--- src/esc_tfd_pkg.sv ---
// Shared types, constants and the CRC-8 byte update for the telemetry frame decoder.
package esc_tfd_pkg;

	localparam int PAYLOAD_BYTES = 9;
	localparam int FRAME_BYTES   = 10;
	localparam int CNT_W         = 4;
	localparam int TICK_W        = 20;
	localparam int DISC_W        = 16;
	localparam int IDX_W         = $clog2(PAYLOAD_BYTES);

	localparam logic [7:0]        CRC_POLY    = 8'h07;
	localparam logic [7:0]        CRC_TOP     = 8'h80;
	localparam logic [TICK_W-1:0] TICK_MAX    = {TICK_W{1'b1}};
	localparam logic [DISC_W-1:0] DISCARD_MAX = {DISC_W{1'b1}};
	localparam logic [TICK_W-1:0] TIMEOUT_RST = TICK_W'(10000);

	// Request codes
	localparam logic [1:0] REQ_START = 2'd0;
	localparam logic [1:0] REQ_BYTE  = 2'd1;
	localparam logic [1:0] REQ_TICK  = 2'd2;

	// Register index of the timeout register
	localparam logic REG_TIMEOUT = 1'b0;

	typedef enum logic [1:0] {
		ST_VALID   = 2'd0,
		ST_CRC_BAD = 2'd1,
		ST_SHORT   = 2'd2
	} status_t;

	typedef struct packed {
		status_t           frame_status;
		logic [7:0]        temperature_c;
		logic [15:0]       voltage_word;
		logic [15:0]       current_word;
		logic [15:0]       consumed_mah;
		logic [15:0]       erpm_word;
		logic [CNT_W-1:0]  bytes_received;
		logic [DISC_W-1:0] discarded_total;
	} result_t;

	// CRC-8, MSB first, one byte
	function automatic logic [7:0] crc8_byte(input logic [7:0] crc, input logic [7:0] data);
		logic [7:0] v;
		v = crc ^ data;
		for (int k = 0; k < 8; k++) begin
			if ((v & CRC_TOP) != 8'h00) begin
				v = {v[6:0], 1'b0} ^ CRC_POLY;
			end else begin
				v = {v[6:0], 1'b0};
			end
		end
		return v;
	endfunction

endpackage

--- src/esc_tfd_cfg.sv ---
// APB-style configuration register holding the reply timeout.
module esc_tfd_cfg (
	input  logic                             clk,
	input  logic                             arst_n,
	input  logic                             psel,
	input  logic                             penable,
	input  logic                             pwrite,
	input  logic [2:0]                       paddr,
	input  logic [31:0]                      pwdata,
	output logic [31:0]                      prdata,
	output logic                             pready,
	output logic [esc_tfd_pkg::TICK_W-1:0]   timeout_ticks
);
	import esc_tfd_pkg::*;

	logic [TICK_W-1:0] timeout_q;
	logic              wr_en;

	assign pready = 1'b1;
	assign wr_en  = psel && penable && pwrite && (paddr[2] == REG_TIMEOUT);

	// Write the timeout register on the access beat
	always_ff @(posedge clk or negedge arst_n) begin
		if (!arst_n) begin
			timeout_q <= TIMEOUT_RST;
		end else if (wr_en) begin
			timeout_q <= pwdata[TICK_W-1:0];
		end
	end

	// Read back; addresses past the register read zero
	always_comb begin
		prdata = 32'd0;
		if (paddr[2] == REG_TIMEOUT) begin
			prdata = {{(32-TICK_W){1'b0}}, timeout_q};
		end
	end

	assign timeout_ticks = timeout_q;

endmodule

--- src/esc_tfd_core.sv ---
// Frame state, CRC accumulation, timeout and result formation for one item.
module esc_tfd_core (
	input  logic                           clk,
	input  logic                           arst_n,
	input  logic                           step,
	input  logic [1:0]                     req_type,
	input  logic [7:0]                     rx_byte,
	input  logic [esc_tfd_pkg::TICK_W-1:0] timeout_ticks,
	output logic                           res_valid,
	output esc_tfd_pkg::result_t           res
);
	import esc_tfd_pkg::*;

	logic              window_open_q;
	logic [CNT_W-1:0]  byte_count_q;
	logic [7:0]        crc_q;
	logic [TICK_W-1:0] tick_count_q;
	logic [DISC_W-1:0] discard_count_q;
	logic [7:0]        frame_buf_q [PAYLOAD_BYTES];

	logic              window_open_d;
	logic [CNT_W-1:0]  byte_count_d;
	logic [7:0]        crc_d;
	logic [TICK_W-1:0] tick_count_d;
	logic [DISC_W-1:0] discard_count_d;
	logic              buf_we;
	logic [TICK_W-1:0] tick_inc;
	logic              with_data;

	assign tick_inc = (tick_count_q < TICK_MAX) ? tick_count_q + 1'b1 : tick_count_q;

	// Next state and result for the current item
	always_comb begin
		window_open_d   = window_open_q;
		byte_count_d    = byte_count_q;
		crc_d           = crc_q;
		tick_count_d    = tick_count_q;
		discard_count_d = discard_count_q;
		buf_we          = 1'b0;
		res_valid       = 1'b0;
		with_data       = 1'b0;
		res.frame_status = ST_SHORT;
		unique case (req_type)
			REQ_START: begin
				window_open_d = 1'b1;
				byte_count_d  = '0;
				crc_d         = 8'h00;
				tick_count_d  = '0;
			end
			REQ_BYTE: begin
				if (!window_open_q) begin
					if (discard_count_q < DISCARD_MAX) begin
						discard_count_d = discard_count_q + 1'b1;
					end
				end else if (byte_count_q < CNT_W'(PAYLOAD_BYTES)) begin
					buf_we       = 1'b1;
					crc_d        = crc8_byte(crc_q, rx_byte);
					byte_count_d = byte_count_q + 1'b1;
				end else begin
					// Check byte closes the frame
					byte_count_d     = CNT_W'(FRAME_BYTES);
					window_open_d    = 1'b0;
					res_valid        = 1'b1;
					with_data        = 1'b1;
					res.frame_status = (rx_byte == crc_q) ? ST_VALID : ST_CRC_BAD;
				end
			end
			REQ_TICK: begin
				if (window_open_q) begin
					tick_count_d = tick_inc;
					if (tick_inc >= timeout_ticks) begin
						window_open_d    = 1'b0;
						res_valid        = 1'b1;
						res.frame_status = ST_SHORT;
					end
				end
			end
			default: begin
			end
		endcase
		res.temperature_c   = with_data ? frame_buf_q[0] : 8'h00;
		res.voltage_word    = with_data ? {frame_buf_q[1], frame_buf_q[2]} : 16'h0000;
		res.current_word    = with_data ? {frame_buf_q[3], frame_buf_q[4]} : 16'h0000;
		res.consumed_mah    = with_data ? {frame_buf_q[5], frame_buf_q[6]} : 16'h0000;
		res.erpm_word       = with_data ? {frame_buf_q[7], frame_buf_q[8]} : 16'h0000;
		res.bytes_received  = byte_count_d;
		res.discarded_total = discard_count_q;
	end

	// Advance control state when the item is consumed
	always_ff @(posedge clk or negedge arst_n) begin
		if (!arst_n) begin
			window_open_q   <= 1'b0;
			byte_count_q    <= '0;
			crc_q           <= 8'h00;
			tick_count_q    <= '0;
			discard_count_q <= '0;
		end else if (step) begin
			window_open_q   <= window_open_d;
			byte_count_q    <= byte_count_d;
			crc_q           <= crc_d;
			tick_count_q    <= tick_count_d;
			discard_count_q <= discard_count_d;
		end
	end

	// Store payload bytes; no reset, each is written before it is read
	always_ff @(posedge clk) begin
		if (step && buf_we) begin
			frame_buf_q[byte_count_q[IDX_W-1:0]] <= rx_byte;
		end
	end

endmodule

--- src/esc_telemetry_frame_decoder_core.sv ---
// Top level of the telemetry frame decoder: input stage, decode core, result register.
//
//   channel   | handshake            | payload
//   ----------+----------------------+-------------------------------------------
//   input     | in_valid / in_ready  | req_type, rx_byte
//   result    | out_valid / out_ready| frame_status, temperature_c, ... words,
//             |                      | bytes_received, discarded_total
//   config    | APB psel/penable     | paddr, pwdata, prdata, pready
//
// One item is taken every cycle unless a held result stalls the input stage; the input stage
// registers each beat, and its result is loaded into the result register when it advances (single decode pass).
// Reset (arst_n low) closes the window, clears counts and CRC, and sets the timeout to 10000.
// A held result stalls the input stage only when a new result would need the register.
module esc_telemetry_frame_decoder_core (
	input  logic        clk,
	input  logic        arst_n,
	input  logic        psel,
	input  logic        penable,
	input  logic        pwrite,
	input  logic [2:0]  paddr,
	input  logic [31:0] pwdata,
	output logic [31:0] prdata,
	output logic        pready,
	input  logic        in_valid,
	output logic        in_ready,
	input  logic [1:0]  req_type,
	input  logic [7:0]  rx_byte,
	output logic        out_valid,
	input  logic        out_ready,
	output logic [1:0]  frame_status,
	output logic [7:0]  temperature_c,
	output logic [15:0] voltage_word,
	output logic [15:0] current_word,
	output logic [15:0] consumed_mah,
	output logic [15:0] erpm_word,
	output logic [3:0]  bytes_received,
	output logic [15:0] discarded_total
);
	import esc_tfd_pkg::*;

	logic              valid_s1;
	logic [1:0]        req_s1;
	logic [7:0]        byte_s1;
	logic              out_valid_q;
	result_t           res_q;
	logic [TICK_W-1:0] timeout_ticks;
	logic              core_res_valid;
	result_t           core_res;
	logic              out_free;
	logic              advance;

	esc_tfd_cfg u_cfg (
		.clk           (clk),
		.arst_n        (arst_n),
		.psel          (psel),
		.penable       (penable),
		.pwrite        (pwrite),
		.paddr         (paddr),
		.pwdata        (pwdata),
		.prdata        (prdata),
		.pready        (pready),
		.timeout_ticks (timeout_ticks)
	);

	assign out_free = !out_valid_q || out_ready;
	assign advance  = valid_s1 && (out_free || !core_res_valid);
	assign in_ready = !valid_s1 || advance;

	// Input stage: capture a beat whenever the stage empties
	always_ff @(posedge clk or negedge arst_n) begin
		if (!arst_n) begin
			valid_s1 <= 1'b0;
		end else if (in_ready) begin
			valid_s1 <= in_valid;
		end
	end

	always_ff @(posedge clk) begin
		if (in_ready && in_valid) begin
			req_s1  <= req_type;
			byte_s1 <= rx_byte;
		end
	end

	esc_tfd_core u_core (
		.clk           (clk),
		.arst_n        (arst_n),
		.step          (advance),
		.req_type      (req_s1),
		.rx_byte       (byte_s1),
		.timeout_ticks (timeout_ticks),
		.res_valid     (core_res_valid),
		.res           (core_res)
	);

	// Result register: load a new result, drop the old one once taken
	always_ff @(posedge clk or negedge arst_n) begin
		if (!arst_n) begin
			out_valid_q <= 1'b0;
		end else if (out_free) begin
			out_valid_q <= advance && core_res_valid;
		end
	end

	always_ff @(posedge clk) begin
		if (out_free && advance && core_res_valid) begin
			res_q <= core_res;
		end
	end

	assign out_valid       = out_valid_q;
	assign frame_status    = res_q.frame_status;
	assign temperature_c   = res_q.temperature_c;
	assign voltage_word    = res_q.voltage_word;
	assign current_word    = res_q.current_word;
	assign consumed_mah    = res_q.consumed_mah;
	assign erpm_word       = res_q.erpm_word;
	assign bytes_received  = res_q.bytes_received;
	assign discarded_total = res_q.discarded_total;

endmodule
--- config.mk ---
export PLATFORM = sky130hd
export DESIGN_NAME = esc_telemetry_frame_decoder_core
export DESIGN_NICKNAME = d
export VERILOG_FILES = /design/src/esc_tfd_pkg.sv /design/src/esc_tfd_cfg.sv /design/src/esc_tfd_core.sv /design/src/esc_telemetry_frame_decoder_core.sv
export SDC_FILE = /design/constraint.sdc
export NUM_CORES = 1
export LEC_CHECK = 0
export BUFFER_PORTS_ARGS = -buffer_cell sky130_fd_sc_hd__buf_2
export CORE_AREA = 2 2 203 244
export DETAILED_ROUTE_END_ITERATION = 16
export DIE_AREA = 0 0 205 246
export GPL_ROUTABILITY_DRIVEN = 0
export HOLD_SLACK_MARGIN = 0.12
export PLACE_DENSITY = 0.49
export SLEW_MARGIN = 20
export SYNTH_ARGS = -nofsm -noshare
export SYNTH_HDL_FRONTEND = slang
export SYNTH_SLANG_ARGS = --single-unit
--- constraint.sdc ---
create_clock -name clk -period 12 [get_ports clk]
set_input_delay 0.6 -clock clk [delete_from_list [all_inputs] [get_ports clk]]
set_output_delay 0.6 -clock clk [all_outputs]
set_load 0.005 [all_outputs]
==> results.md <==
* CP max stage cell: nor4_4
* Clock skew at 0.01240 ns
* Critical Path, Cell by Cell: nand4_2 > nor4_4 > a21oi_2 > and3_1 > xor2_1 > ha_1 > a21oi_1 > o21ai_0 > a211oi_2 > a31oi_1 > o2111ai_1 > buf_2
* Vias in the first global route at 6766
* Sequential-to-total area share from yosys stat at 64.63%
* Synth top area share at 48.32%
* Initial drt markers at 393
* FMAX at 197.9 MHz
* First-pass iteration count of the detailed router at 5
* Grt ovf at 0
* Die H at 246 um
* Combinational Power Share at 16.2%
* WP buf/inv at 1
* Worst path arrival time at 4.45 ns
* Final Net Count at 1065
* Routed wire length at 25710 um
* # fillers at 5013
* Rel. slew slack at 29.52%
* Synth Register Bits at 247
* EDFF count, synth at 176
* Crit path max fanout at 10
* RSZ-0062 raised after global routing: no
* Num CTS Buffers at 28
* Hold_ws at 0.2298 ns
* Worst Setup End Kind: primary output
* TritonCTS clock tree: yes
* Most frequent cells after synthesis: edfxtp_1, and3_1, dfrtp_1
* Crit path required time at 11.40 ns
* Layout cell share with drive strength beyond 1 at 26.37%
* Power Density at 168.9 mW/mm^2
* First-pass GRT wire length at 39550 um
* Largest cells by area after synthesis: edfxtp_1, dfrtp_1, and3_1, ha_1, xnor2_1
* Die X at 205 um
* Pleak at 5.266 nW
* Initial core utilization at 22.78%
* Synth unique cells at 75
* Full die area at 0.05043 mm^2
* Area Overhead vs Synth at 22.07%
* Worst VDD drop at 0.1078 mV
* Clock network fraction of design power at 37.7%
* Syn_area_per_cell at 13.21 um^2
* Gate Count Post-Synth at 828
* Outcome: finished clean
* Final ANT Viol Nets at 0
* H-Tree Depth at 1
* Flop pwr share at 46.1%
* Synth Area in Simple Gates at 12.78%
* Worst hold path class: primary input to flop
* P_int at 1.617 mW
* Final min period at 5.054 ns
* Post-synthesis mux area share at 3.066%
* GRT Util Overall at 10.12%
* Clock-pin slew on the worst setup and hold paths at 0.06 ns
* # IOs at 181
* DRC viols at 0
* Synth Area in Adders at 3.890%
* Xor/xnor cell area share of the yosys netlist at 3.924%
* Core Region at 0.04801 mm^2
* Largest net degree at the start of global routing at 77
* CP delay by family, top: compound AO/OA/AOI/OAI gates
* Initial antenna violation count at 2
* Postcts setup bufs at 0
* Slew Viols, Final at 0
* Ys Warns at 0
* Max stage delay on crit path at 0.68 ns
* Root Driver: clkbuf_16
* Worst Tran Pin Value at 1.052 ns
* Clock tree buffer depth at 3
* Kind of critical path: flop to primary output
* Setup tns final at 0 ns
* Final setup viols at 0
* Period Utilization, post-route at 42.11%
* Via count at 6844
* Worst-Skew Late Latency at 0.55 ns
* Post-synthesis instance area at 0.01094 mm^2
* Rows at 88
* Port-buffer cells at 153
* N_diodes at 0
* Post-DR wirelength/cell at 15.76 um
* Vias per cell at 4.196
* Top FF cell, synth: edfxtp_1
* DPL Wire Length at 17550 um
* Combinational family with the most area after synthesis: simple AND/OR/NAND/NOR gates
* Max-cap violations at 0
* Cts repair resizes at 0
* Crit path launch type: flop
* Switching Share at 28.28%
* Area leader, netlist: edfxtp_1
* Most frequent cell after synthesis: edfxtp_1
* Fin. Hold Viols at 0
* Post-synth ARST share at 28.74%
* Post-synthesis compound-gate area fraction at 7.676%
* Clock sink total at 247
* NetSw at 0.6378 mW
-- kinds of logic after synthesis --
family | after synthesis
simple gates | 250
flops | 247
compound gates | 116
buf+inv | 100
xor+xnor | 49
fa+ha+maj | 34
mux | 30
other cells | 2
-- final timing paths --
kind,from,to,depth (start not counted),slack [ns]
setup / recovery,u_core.tick_count_q[10],in_ready,12,6.95
hold / removal,req_type[1],req_s1[1],1,0.23
setup reg to reg,u_core.tick_count_q[10],current_word[4],13,6.98
hold reg to reg,u_core.discard_count_q[6],u_core.discard_count_q[6],1,0.50
max in group asynchronous,arst_n,u_core.discard_count_q[6],2,10.83
min in group asynchronous,arst_n,u_cfg.timeout_ticks[14],2,0.65
-- power by group through the flow --
stage          Sequential (mW)  Combinational, mW  Clock, mW
3_3_place_gp              1.06              0.356          0
5_1_grt                   1.05              0.413      0.922
6_report                  1.04              0.365      0.850
2_1_floorplan             1.03              0.277          0
3_5_place_dp              1.06              0.363          0
4_1_cts                   1.04              0.366      0.886
-- per-stage QoR --
stage	power (mW)	area [um^2]	worst slack [ns]	instances	utilization, %
2_1_floorplan	1.311	10980	4.681	839	-
3_3_place_gp	1.412	12370	6.484	1577	25.76
3_5_place_dp	1.420	12370	6.383	1577	25.76
4_1_cts	2.292	13290	6.340	1629	27.68
5_1_grt	2.385	13350	6.542	1631	27.81
6_report	2.255	13350	6.946	1631	27.81
-- per-layer routing --
layer  global-route usage [%]  part of all wire, %
met4                    2.899                  2.2
met3                    1.746                  5.5
met1                    13.37                   44
met5                        0                    0
met2                    16.95                   48
-- state kept, by name, summed over array words and instances, names as in the netlist, 16 cells and up --
register and count:
consumed_mah 16, current_word 16, discarded_total 16, erpm_word 16, u_cfg.timeout_ticks 20, u_core.discard_count_q 16
u_core.frame_buf_q 72, u_core.tick_count_q 20, voltage_word 16
-- final cells by class --
class | count | area [um^2] | share of cell area [%]
repair buffers | 159 | 839.6 | 6.289
clock buffers | 37 | 765.7 | 5.736
inverters | 51 | 191.4 | 1.434
multi-input cells | 492 | 3540 | 26.51
well taps | 630 | 788.3 | 5.904
clock inverters | 15 | 157.7 | 1.181
flip-flops and latches | 247 | 7068 | 52.94
-- what timing repair did --
action | 4_1_cts | 5_1_grt
endpoints found under the hold margin | 0 | 3
hold buffers | 0 | 1
endpoints found under the setup margin | 0 | 0
-- placed cells by master (no fill, tap or decap), drive strengths merged, types with 5 or more instances in the layout --
master,instances
clkinv,9
ha,34
nand2b,5
conb,13
nor2,42
dfstp,5
dfrtp,66
clkbuf,37
mux2,25
nand2,51
o31ai,5
a21oi,30
mux2i,5
buf,158
nor3,8
and4,7
nand3,15
o22ai,7
o221ai,5
inv,54
xnor2,39
and2,5
o21ai,28
nor4,6
and3,82
xor2,10
nand4,18
a31oi,6
edfxtp,176
-- worst register-to-register path, cell delays in order, from the launching register on --
cell and delay (ns):
dfrtp_1 0.43, nand4_2 0.26, nor4_4 0.68, a21oi_2 0.19, and3_1 0.27, xor2_1 0.17
ha_1 0.33, nand4_1 0.18, nor4_2 0.41, a22oi_4 0.14, a31oi_1 0.22, o211ai_1 0.18
nor2_4 0.44, buf_4 0.69
Note: power is estimated with default switching activity, not from simulation.
